File: src/sv/pot_pkg.sv
// ----------------------------------------------------------------------------
// pot_pkg
// Shared widths, register indexes and reset values for the piezo onset trigger.
// ----------------------------------------------------------------------------
`default_nettype none

package pot_pkg;

	localparam int LEVEL_W     = 24;   // Q1.23 magnitude width
	localparam int LEN_W       = 21;   // sample_length width
	localparam int CFG_IDX_W   = 2;
	localparam int INDEX_BITS_DEF = 20;

	// configuration register indexes
	localparam logic [CFG_IDX_W-1:0] REG_THRESHOLD = 2'd0;
	localparam logic [CFG_IDX_W-1:0] REG_DROP      = 2'd1;
	localparam logic [CFG_IDX_W-1:0] REG_DECAY     = 2'd2;
	localparam logic [CFG_IDX_W-1:0] REG_LENGTH    = 2'd3;

	// reset values: 0.8, 0.6, 0.00005 in Q1.23, and a 2^20 frame sample
	localparam logic [LEVEL_W-1:0] THRESHOLD_RST = 24'd6710886;
	localparam logic [LEVEL_W-1:0] DROP_RST      = 24'd5033165;
	localparam logic [LEVEL_W-1:0] DECAY_RST     = 24'd419;
	localparam logic [LEN_W-1:0]   LENGTH_RST    = 21'd1048576;

endpackage

`default_nettype wire

File: src/sv/piezo_onset_trigger_unit.sv
// ----------------------------------------------------------------------------
// piezo_onset_trigger_unit
// Peak-decay onset detector on a rectified piezo stream, driving a playback
// frame index that (re)starts on every trigger.
// ----------------------------------------------------------------------------
//
//  channel | signals                                   | dir | moves
//  --------+-------------------------------------------+-----+-------------------
//  in      | in_valid, in_ready, sample_in             | in  | one sample request
//  out     | out_valid, out_ready, rectified,          | out | one result request
//          | peak_level, fired, playing, play_index    |     |
//  cfg     | cfg_valid, cfg_ready, cfg_index, cfg_data | in  | one register write
//
//  A sample is registered in stage 1 and then in the result register; one
//  request is taken every cycle while out_ready does not stall the result.
//  Stage 1 is the input register; all detector math
//  (rectify, peak compare/decay, fire compare, index advance) sits between
//  it and the result register. Stalls on out_ready hold both stages and
//  backpressure in_ready. Reset clears detector state, valids and registers
//  to their defaults. cfg_ready is always high; accepted writes are registered.
//
`default_nettype none

module piezo_onset_trigger_unit #(
	parameter int INDEX_BITS = pot_pkg::INDEX_BITS_DEF
) (
	input  wire logic                              clk,
	input  wire logic                              arst_n,
	// sample channel
	input  wire logic                              in_valid,
	output      logic                              in_ready,
	input  wire logic signed [pot_pkg::LEVEL_W-1:0] sample_in,
	// result channel
	output      logic                              out_valid,
	input  wire logic                              out_ready,
	output      logic [pot_pkg::LEVEL_W-1:0]       rectified,
	output      logic [pot_pkg::LEVEL_W-1:0]       peak_level,
	output      logic                              fired,
	output      logic                              playing,
	output      logic [INDEX_BITS-1:0]             play_index,
	// configuration channel
	input  wire logic                              cfg_valid,
	output      logic                              cfg_ready,
	input  wire logic [pot_pkg::CFG_IDX_W-1:0]     cfg_index,
	input  wire logic [pot_pkg::LEVEL_W-1:0]       cfg_data
);
	import pot_pkg::*;

	// wide enough to compare next position against sample_length
	localparam int CMP_W = (INDEX_BITS + 1 > LEN_W) ? INDEX_BITS + 1 : LEN_W;

	// configuration registers
	logic [LEVEL_W-1:0] threshold_q, drop_q, decay_q;
	logic [LEN_W-1:0]   length_q;

	// stage 1: input register
	logic               valid_s1;
	logic [LEVEL_W-1:0] sample_s1;

	// detector state
	logic [LEVEL_W-1:0]    peak_q;
	logic                  latch_q;
	logic                  active_q;
	logic [INDEX_BITS-1:0] pos_q;

	// result register
	logic                  out_valid_q;
	logic [LEVEL_W-1:0]    rect_q, peak_out_q;
	logic                  fired_q, playing_q;
	logic [INDEX_BITS-1:0] index_q;

	// next-value logic
	logic                  advance;
	logic [LEVEL_W-1:0]    rect, peak_n;
	logic                  latch_n, fire, act, stop, active_n;
	logic [INDEX_BITS-1:0] pos_cur, pos_n;
	logic [INDEX_BITS:0]   pos_next;
	logic [CMP_W-1:0]      next_ext, len_ext;

	assign cfg_ready = 1'b1;

	// stage 1 moves into the result register whenever that register frees up
	assign advance  = valid_s1 && (!out_valid_q || out_ready);
	assign in_ready = !valid_s1 || advance;

	always_ff @(posedge clk or negedge arst_n) begin
		if (!arst_n) begin
			threshold_q <= THRESHOLD_RST;
			drop_q      <= DROP_RST;
			decay_q     <= DECAY_RST;
			length_q    <= LENGTH_RST;
		end else if (cfg_valid && cfg_ready) begin
			case (cfg_index)
				REG_THRESHOLD: threshold_q <= cfg_data;
				REG_DROP:      drop_q      <= cfg_data;
				REG_DECAY:     decay_q     <= cfg_data;
				REG_LENGTH:    length_q    <= cfg_data[LEN_W-1:0];
				default:       ;
			endcase
		end
	end

	always_ff @(posedge clk or negedge arst_n) begin
		if (!arst_n) begin
			valid_s1 <= 1'b0;
		end else if (in_ready) begin
			valid_s1 <= in_valid;
		end
	end

	always_ff @(posedge clk) begin
		if (in_valid && in_ready) begin
			sample_s1 <= sample_in;
		end
	end

	always_comb begin
		// full-wave rectify; the most negative code maps to 1.0 (0x800000)
		rect = sample_s1[LEVEL_W-1] ? (~sample_s1 + 1'b1) : sample_s1;

		// peak tracking: jump up (re-arm) or linear decay
		peak_n  = peak_q;
		latch_n = latch_q;
		if (rect >= peak_q) begin
			peak_n  = rect;
			latch_n = 1'b0;
		end else if (peak_q >= decay_q) begin
			peak_n = peak_q - decay_q;
		end

		// one fire per peak; drop above peak means no fire
		fire = !latch_n && (peak_n >= threshold_q) && (peak_n >= drop_q)
			&& (rect < peak_n - drop_q);
		if (fire) begin
			latch_n = 1'b1;
		end

		// playback index: a fire restarts at frame 0 on this same sample
		act      = fire || active_q;
		pos_cur  = fire ? '0 : pos_q;
		pos_next = {1'b0, pos_cur} + 1'b1;
		next_ext = CMP_W'(pos_next);
		len_ext  = CMP_W'(length_q);
		stop     = (next_ext >= len_ext) || pos_next[INDEX_BITS];
		active_n = act && !stop;
		pos_n    = (act && !stop) ? pos_next[INDEX_BITS-1:0] : '0;
	end

	always_ff @(posedge clk or negedge arst_n) begin
		if (!arst_n) begin
			peak_q      <= '0;
			latch_q     <= 1'b0;
			active_q    <= 1'b0;
			pos_q       <= '0;
			out_valid_q <= 1'b0;
		end else begin
			if (advance) begin
				peak_q   <= peak_n;
				latch_q  <= latch_n;
				active_q <= active_n;
				pos_q    <= pos_n;
			end
			if (advance) begin
				out_valid_q <= 1'b1;
			end else if (out_ready) begin
				out_valid_q <= 1'b0;
			end
		end
	end

	always_ff @(posedge clk) begin
		if (advance) begin
			rect_q     <= rect;
			peak_out_q <= peak_n;
			fired_q    <= fire;
			playing_q  <= act;
			index_q    <= act ? pos_cur : '0;
		end
	end

	assign out_valid  = out_valid_q;
	assign rectified  = rect_q;
	assign peak_level = peak_out_q;
	assign fired      = fired_q;
	assign playing    = playing_q;
	assign play_index = index_q;

endmodule

`default_nettype wire

File: config.mk
export PLATFORM = sky130hd
export DESIGN_NAME = piezo_onset_trigger_unit
export DESIGN_NICKNAME = d
export VERILOG_FILES = /design/src/sv/pot_pkg.sv /design/src/sv/piezo_onset_trigger_unit.sv
export SDC_FILE = /design/constraint.sdc
export NUM_CORES = 1
export LEC_CHECK = 0
export BUFFER_PORTS_ARGS = -buffer_cell sky130_fd_sc_hd__buf_2
export CORE_MARGIN = 2
export CORE_UTILIZATION = 56
export CTS_BUF_LIST = sky130_fd_sc_hd__clkbuf_8
export CTS_CLUSTER_DIAMETER = 200
export DETAILED_ROUTE_END_ITERATION = 7
export GPL_TIMING_DRIVEN = 0
export PLACE_DENSITY_LB_ADDON = 0.08
export SLEW_MARGIN = 10
export SYNTH_ARGS = -nofsm -noshare
export SYNTH_HDL_FRONTEND = slang
export SYNTH_SLANG_ARGS = --single-unit
File: constraint.sdc
create_clock -name clk -period 10.95 [get_ports clk]
set_clock_uncertainty 0.05 [all_clocks]
set_input_delay 2.19 -clock clk [delete_from_list [all_inputs] [get_ports clk]]
set_output_delay 2.19 -clock clk [all_outputs]
set_load 0.02 [all_outputs]
---- Yosys cells after proc, flatten, opt, wreduce, memory -nomap -nowiden ----
Cells that the tools add are included.
operators by class
  muxes and demuxes ....................... 9
  add/subtract/negate cells ............... 4
  reduce and logical (&&, ||, !) cells .... 20
  $lt $le $gt $ge ......................... 6
  bitwise gates (word level) .............. 1
  div/mod/pow operators ................... 0
  multiply operators ...................... 0
  shift-type cells ........................ 0
  equality and inequality tests ........... 3
operators by type and width
  kind                   number
  $ge 24x24->1           4
  $mux 24                3
  $sub 24x24->24         2
  $mux 20                2
  $add 24x1->24 const B  1
  $lt 24x24->1           1
  $not 24->24            1
  $add 20x1->21 const B  1
  $ge 21x21->1           1
  $reduce_and 2->1       4
  $logic_and 1x1->1      6
  $eq 2x2->1 const B     2
  $logic_not 1->1        4
  $logic_or 1x1->1       4
  $mux 1                 4
  $eq 2x1->1 const B     1
  $logic_not 2->1        1
  $reduce_bool 2->1      1
word-level totals
  bits in latches ......................... 0
  ROM bits ................................ 0
  memory bits (writable) .................. 0
  flip-flop bits (word level) ............. 235
  memories ................................ 0
  word-level logic and storage cells ...... 59

---- Depth between registers and ports, before layout ----
Gate-level depths: netlist of run 1.
  depth in word-level cells ............... 16
  gate-level depth with buffers ........... 55
  mapped depth without buffers ............ 51

---- Worst setup path after synthesis of run 1 ----
Ideal clock, no wire load.
  path kind ............................... reg-to-reg
  from .................................... reg sample_s1[13]
  to ...................................... reg pos_q[10]
  setup time .............................. 0.066 ns
  buffers on the path ..................... 5
  clock period less this slack ............ 10.454 ns
  arrival time ............................ 10.337 ns
  stages on the path, launching flop included .. 47
  slack ................................... 0.496 ns
  cells stage by stage .................... edfxtp_1 > or4_1 > or3_1 > or4_1 > o21ai_1 > xnor2_1 > ha_1 > a21o_1 > a21oi_1 > o21ai_0 > a21oi_1 > buf_1 > clkbuf_1 > clkbuf_1 > a31oi_1 > fa_1 > nand3_1 > a21oi_1 > [... 11 more ...] > a221oi_1 > nand4_1 > nand2_1 > inv_1 > ha_1 > clkbuf_1 > nand3_1 > xor2_1 > nor2_1 > ha_1 > a21o_1 > a21o_1 > a221o_1 > a21oi_1 > o21ai_1 > a21oi_1 > clkbuf_1 > a22o_1
on the way
  word-level cells in the longest chain between the ends .. 16
  elaborated cells on any way between the ends .. 22
  classes of those cells .................. add/sub: 3; order compare: 5; mux: 5; bitwise: 1; reduce/logical: 8
RTL lines
  item                                                    line                             source
  from (decl)                                             piezo_onset_trigger_unit.sv:58   logic [LEVEL_W-1:0] sample_s1;
  from (signal assigned)                                  piezo_onset_trigger_unit.sv:113  sample_s1 <= sample_in;
  $not 24->24 (*)                                         piezo_onset_trigger_unit.sv:119  rect = sample_s1[LEVEL_W-1] ? (~sample_s1 + 1'b1) : sample_s1;
  $add 24x1->24 (*)                                       piezo_onset_trigger_unit.sv:119
  $mux 24 (*)                                             piezo_onset_trigger_unit.sv:119
  named net rect[22]                                      piezo_onset_trigger_unit.sv:74   logic [LEVEL_W-1:0] rect, peak_n;
  $ge 24x24->1 (*)                                        piezo_onset_trigger_unit.sv:124  if (rect >= peak_q) begin
  $mux 24 (*)                                             piezo_onset_trigger_unit.sv:124
  named net peak_n[1]                                     piezo_onset_trigger_unit.sv:74
  branches (longest 3 deep; another with $sub 24x24->24)  -
  $logic_and 1x1->1 (*)                                   piezo_onset_trigger_unit.sv:133  && (rect < peak_n - drop_q);
  $mux 20 (*)                                             piezo_onset_trigger_unit.sv:140  pos_cur = fire ? '0 : pos_q;
  named net pos_cur[0]                                    piezo_onset_trigger_unit.sv:76   logic [INDEX_BITS-1:0] pos_cur, pos_n;
  $add 20x1->21 (*)                                       piezo_onset_trigger_unit.sv:141  pos_next = {1'b0, pos_cur} + 1'b1;
  $ge 21x21->1                                            piezo_onset_trigger_unit.sv:144  stop = (next_ext >= len_ext) || pos_next[INDEX_BITS];
  $logic_or 1x1->1                                        piezo_onset_trigger_unit.sv:144
  $logic_not 1->1                                         piezo_onset_trigger_unit.sv:146  pos_n = (act && !stop) ? pos_next[INDEX_BITS-1:0] : '0;
  $logic_and 1x1->1                                       piezo_onset_trigger_unit.sv:146
  $mux 20 (*)                                             piezo_onset_trigger_unit.sv:146
  to (signal assigned)                                    piezo_onset_trigger_unit.sv:161  pos_q <= pos_n;
  to (decl)                                               piezo_onset_trigger_unit.sv:64   logic [INDEX_BITS-1:0] pos_q;
Mark *: on every way through the listed nets, which the timed path passes.
A chain may end at the register's enable or synchronous reset.

---- Worst setup path in the final report of run 1 ----
  from .................................... reg sample_s1[13]
  to ...................................... reg pos_q[18]
Same word-level chain as after synthesis.

==> results.json, run 1 <==
{
  "core_mm2": 0.0253,
  "timing.fmax_ghz": 0.0945,
  "root_buffer": "clkbuf_8",
  "fillers": 2031,
  "htreeDepth": 2,
  "status": "finished, final reports clean",
  "syn_nets": 1611,
  "synth_flop_cell": "dfrtp_1",
  "startpoint_type": "flip-flop",
  "crit_start": "sample_s1[13]$_DFFE_PP_",
  "worst_pin_slew_ns": 1.17,
  "endpoint_kind": "flip-flop",
  "critPathMaxFanout": 9,
  "r2r-start": "sample_s1[13]$_DFFE_PP_",
  "hp-class": "flip-flop to flip-flop",
  "synth_xor_area_share_pct": 4.49,
  "async_flop_share_pct": 60.0,
  "synth_warnings": 0,
  "drv_cap": 0,
  "cts_buffers": 41,
  "setup_tns_ns": 0,
  "synth_top_cell_area_share_pct": 19.5,
  "via_per_inst": 5.95,
  "clock_latency_ns": 0.56,
  "gp_congestion": 0.902,
  "synth_edf_count": 94,
  "grt_max_degree": 99,
  "syn_to_final_growth_pct": 18.6,
  "finalCritPeriodShare_pct": 96.7,
  "synthSimpleGateAreaFrac_pct": 11.7,
  "wl_per_cell_um": 20.7,
  "cp_num_cells": 49,
  "period_minus_slack_ns": 10.58,
  "yosys-top-cells-count": "inv_1, ha_1, dfrtp_1",
  "cp_slowest_cell": "or4_4",
  "min-delay-start": "drop_q[21]$_DFFE_PN0P_",
  "post-route-util_pct": 67.8,
  "ctsHoldBuffers": 0,
  "critPathKind": "flip-flop to flip-flop",
  "drc": 0,
  "arrival_ns": 11.01,
  "synth_top_family_by_area": "compound AO/OA/AOI/OAI gates",
  "postSynthCellCount": 1412,
  "track_usage_pct": 30.3,
  "die_w_um": 165,
  "critPathTopFamily": "compound AO/OA/AOI/OAI gates",
  "synth.mux.area_fraction_pct": 5.53,
  "slew_headroom_pct": 21.2,
  "initial_core_util_pct": 57.2,
  "via_count": 11800,
  "synth.ff_latch_count": 235,
  "synth.distinct_cells": 77,
  "yosys-top-cells-area": "edfxtp_1, dfrtp_1, ha_1",
  "max_stage_delay_ns": 0.59,
  "nets": 1817,
  "grt_pass1_wl_um": 62500,
  "dpl.hpwl_um": 29700,
  "synth_compound_area_share_pct": 16.3,
  "grt_overflow_total": 0,
  "syn_area_per_cell_um2": 10.2,
  "port-buffer-count": 126,
  "yosysTopAreaCell": "edfxtp_1",
  "slew_violations": 0,
  "hold_depth": 1,
  "synth-seq-area-share_pct": 44.2,
  "boundaryPins": 128,
  "setup_viol": 0,
  "synth_fa_ha_area_share_pct": 12.6,
  "required_ns": 11.37,
  "drive_gt1_share_pct": 24.8,
  "hold_viol_final": 0,
  "dr.pass1.iters": 5,
  "initialDrtViolationCount": 971,
  "die_area_mm2": 0.0271,
  "reg2reg_depth": 49,
  "syn_area_mm2": 0.0144,
  "cp.buffers_inverters": 8,
  "clock-sinks": 235,
  "grt_pass1_vias": 11500,
  "antenna_found_initial": 1,
  "antenna_left": 0,
  "cts_tree": "yes",
  "cts.path.max_buffers": 3,
  "clkTransAtPathRegs_ns": 0.07,
  "drt_wl_total_um": 40900,
  "fp.dieH_um": 165,
  "rows": 58,
  "synth.most_common_cell": "inv_1"
}
[registers in the layout, summed over array words and instances (netlist names)]
name,flops
decay_q,24
drop_q,24
peak_level,24
peak_q,24
rectified,24
sample_s1,24
threshold_q,24
len_ext,21
play_index,20
pos_q,20
active_q,1
fired,1
latch_q,1
out_valid,1
playing,1
valid_s1,1
[path summary, 6_finish.rpt]
path | endpoint | slack [ns]
max reg2reg | pos_q[18]$_DFFE_PN0P_ | 0.37
min | drop_q[21]$_DFFE_PN0P_ | 0.45
min in group asynchronous | pos_q[11]$_DFFE_PN0P_ | 1.48
max in group asynchronous | drop_q[22]$_DFFE_PN1P_ | 8.53
max | pos_q[18]$_DFFE_PN0P_ | 0.37
min reg2reg | drop_q[21]$_DFFE_PN0P_ | 0.45
[logic make-up (layout without fill, tap and decap cells)]
| group | after synthesis | count (layout) |
|---|---|---|
| muxes | 71 | 71 |
| DFF | 235 | 235 |
| xor gates and xnor gates | 74 | 74 |
| and+or+nand+nor | 344 | 344 |
| AOI/OAI and AO/OA | 355 | 355 |
| adders and majority gates | 144 | 144 |
| other | 1 | 2 |
| buffers and inverters | 188 | 426 |
[routing by layer]
metal,track usage [%],vias to the layer above,part of all wire [%],routed length (µm)
li1,-,5515,-,-
met1,41.7,5721,44,17900
met2,48.4,465,46,18800
met3,5.50,85,7.1,2910
met4,10.4,0,3.1,1260
met5,0,-,0,0
[area by class of cell]
cell class	instances	area (µm²)	area share, %
Multi-Input combinational cell	989	7730	45.1
Sequential cell	235	6390	37.3
Timing Repair Buffer	166	975	5.69
Clock buffer	48	661	3.86
Inverter	144	547	3.19
Tap cell	330	413	2.41
Buffer	41	240	1.40
Clock inverter	27	165	0.965
Antenna cell	1	2.50	0.0146
[metrics by stage]
stage	std cells	setup WS (ns)	area (µm²)	hold slack, ns
final	1981	0.367	17100	0.454
after global routing	1981	-0.153	17100	0.464
after detailed placement	1870	-3.24	15500	0.442
after CTS	1950	0.0366	16600	0.456
after global placement	1868	-3.02	15500	0.431
after floorplan	1412	0.496	14400	0.407
[worst register-to-register path: cells and delay by family, from the launching register on]
kind | cells | cell delay [ns]
flip-flops | 1 | 0.46
buffers and inverters | 8 | 1.26
adder cells (fa/ha/maj) | 5 | 1.35
XOR/XNOR | 3 | 0.39
AND/OR/NAND/NOR | 11 | 2.98
multiplexers | 1 | 0.12
AO/OA/AOI/OAI | 21 | 3.91
[timing repair]
item / 4_1_cts / 5_1_grt
resized for setup: 42 / 59
setup endpoints to repair: 41 / 21
pin swaps: 6 / 21
cloned: 0 / 0
setup buffers: 8 / 30
endpoints found under the hold margin: 0 / 0
[layout by cell type (no fill, tap or decap), types with 22 or more instances in the layout]
master	instances
a21oi_1	83
a21o_1	44
edfxtp_1	94
dfrtp_1	111
mux2_2	70
o21ai_0	64
nand2_1	106
clkbuf_8	48
nor3_1	24
buf_2	130
nand3_1	23
inv_1	155
buf_4	39
xor2_1	33
clkbuf_1	22
nor2_1	76
xnor2_1	35
and2_1	23
ha_1	141
dfstp_2	30
Power of run 1 is not shown: default switching activity piles up to over one toggle a cycle in this logic, so the estimate is an artifact.
==> inputs of run 2 (changes only) <==
--- a/config.mk
+++ b/config.mk
@@ -6,13 +6,14 @@
 export NUM_CORES = 1
 export LEC_CHECK = 0
 export BUFFER_PORTS_ARGS = -buffer_cell sky130_fd_sc_hd__buf_2
+export CAP_MARGIN = 20
 export CORE_MARGIN = 2
 export CORE_UTILIZATION = 56
 export CTS_BUF_LIST = sky130_fd_sc_hd__clkbuf_8
 export CTS_CLUSTER_DIAMETER = 200
 export DETAILED_ROUTE_END_ITERATION = 7
 export GPL_TIMING_DRIVEN = 0
-export PLACE_DENSITY_LB_ADDON = 0.08
+export PLACE_DENSITY = 0.77
 export SLEW_MARGIN = 10
 export SYNTH_ARGS = -nofsm -noshare
 export SYNTH_HDL_FRONTEND = slang
==> run 2 against run 1 <==
Die area unchanged. Register-to-register slack better by 0.06 ns. Maximum frequency up 0.53%. Global-route usage down 1.2 points.
==> results.json, run 2 (synthesis gave the netlist of run 1 again) <==
{
  "drc": 0,
  "placed_area_mm2": 0.0156,
  "clock-sinks": 235,
  "antenna_left": 0,
  "port-buffer-count": 126,
  "slew_headroom_pct": 27.7,
  "dr.pass1.iters": 6,
  "worst_pin_slew_ns": 1.08,
  "cts_buffers": 42,
  "endpoint_kind": "flip-flop",
  "grt_max_degree": 73,
  "die_w_um": 165,
  "cts_tree": "yes",
  "initialDrtViolationCount": 1021,
  "via_count": 11700,
  "core_mm2": 0.0253,
  "arrival_ns": 10.89,
  "status": "finished, final reports clean",
  "timing.fmax_ghz": 0.0950,
  "finalCritPeriodShare_pct": 96.1,
  "setup_viol": 0,
  "cp_slowest_cell": "or4_4",
  "ctsHoldBuffers": 0,
  "slew_violations": 0,
  "hp-class": "flip-flop to flip-flop",
  "track_usage_pct": 29.1,
  "antenna_cells": 0,
  "gp_congestion": 0.929,
  "clock_latency_ns": 0.57,
  "die_area_mm2": 0.0271,
  "final_cell_mix": "inv_1, ha_1, buf_2",
  "max_stage_delay_ns": 0.46,
  "via_per_inst": 5.92,
  "drt_wl_total_um": 39000,
  "root_buffer": "clkbuf_8",
  "period_minus_slack_ns": 10.53,
  "final_common_cell": "inv_1",
  "grt_pass1_wl_um": 60700,
  "critPathKind": "flip-flop to flip-flop",
  "grt_pass1_vias": 11400,
  "dpl.hpwl_um": 28900,
  "boundaryPins": 128,
  "grt_overflow_total": 0,
  "htreeDepth": 2,
  "required_ns": 11.32,
  "cts.path.max_buffers": 3,
  "clkTransAtPathRegs_ns": 0.06,
  "fp.dieH_um": 165,
  "drv_cap": 0,
  "antenna_found_initial": 1,
  "hold_viol_final": 0,
  "critPathMaxFanout": 10,
  "syn_to_final_growth_pct": 17.3,
  "wl_per_cell_um": 19.8,
  "initial_core_util_pct": 57.2,
  "drive_gt1_share_pct": 23.7,
  "fin_area_mm2": 0.0169,
  "startpoint_type": "flip-flop",
  "rows": 58,
  "critPathMostFrequentCell": "a21oi_2",
  "nets": 1805,
  "fillers": 1958
}
==> run 2: routing by layer <==
| metal | GRT usage, % | routed length [µm] | part of all wire (%) |
|---|---|---|---|
| met5 | 0 | 0 | 0 |
| met3 | 4.50 | 2900 | 7.4 |
| met1 | 38.7 | 16400 | 42 |
| met2 | 48.5 | 18400 | 47 |
| met4 | 10.4 | 1320 | 3.4 |
==> run 2: path summary, 6_finish.rpt <==
check | cells past startpoint | slack (ns) | startpoint | end
worst max-delay path | 49 | 0.42 | sample_s1[5]$_DFFE_PP_ | pos_q[15]$_DFFE_PN0P_
worst min-delay path | 1 | 0.45 | len_ext[13]$_DFFE_PN0P_ | len_ext[13]$_DFFE_PN0P_
min in group asynchronous | 1 | 1.53 | arst_n | pos_q[1]$_DFFE_PN0P_
worst min register to register | 1 | 0.45 | len_ext[13]$_DFFE_PN0P_ | len_ext[13]$_DFFE_PN0P_
max in group asynchronous | 2 | 8.48 | arst_n | drop_q[15]$_DFFE_PN1P_
worst max register to register | 49 | 0.42 | sample_s1[5]$_DFFE_PP_ | pos_q[15]$_DFFE_PN0P_
==> run 2: cell type report <==
cell class | instances | area, µm² | area share (%)
inverters | 144 | 543 | 3.21
multi-input cells | 989 | 7660 | 45.2
repair buffers | 153 | 881 | 5.20
clock inverters | 33 | 195 | 1.15
flip-flops and latches | 235 | 6390 | 37.7
well taps | 330 | 413 | 2.44
clock buffers | 45 | 619 | 3.66
plain buffers | 41 | 233 | 1.37
==> run 2: stage by stage <==
step / cells / TNS, ns / hold slack (ns) / utilization, % / setup slack (ns)
final: 1970 / 0 / 0.453 / 67.1 / 0.422
after global placement: 1868 / -53.24 / 0.428 / 61.3 / -2.79
after detailed placement: 1870 / -58.54 / 0.444 / 61.6 / -3.04
after CTS: 1957 / 0 / 0.456 / 66.0 / 0.0191
after global routing: 1970 / -0.463 / 0.463 / 67.1 / -0.0540
after floorplan: 1412 / 0 / 0.407 / - / 0.496
==> run 2: worst max-delay path: cells and delay by family (launching register included) <==
family | cells | cell delay (ns)
fa+ha+maj | 5 | 1.15
flops | 1 | 0.44
xor+xnor | 2 | 0.25
buf+inv | 5 | 0.84
simple gates | 14 | 3.26
compound gates | 23 | 4.39
==> run 2: repair_timing <==
action / CTS / global route
pin swaps: 10 / 17
gates resized for setup: 49 / 38
buffers inserted: 12 / 13
cloned: 0 / 0
setup endpoints to repair: 33 / 21
Power of run 2 is left out for the same reason.
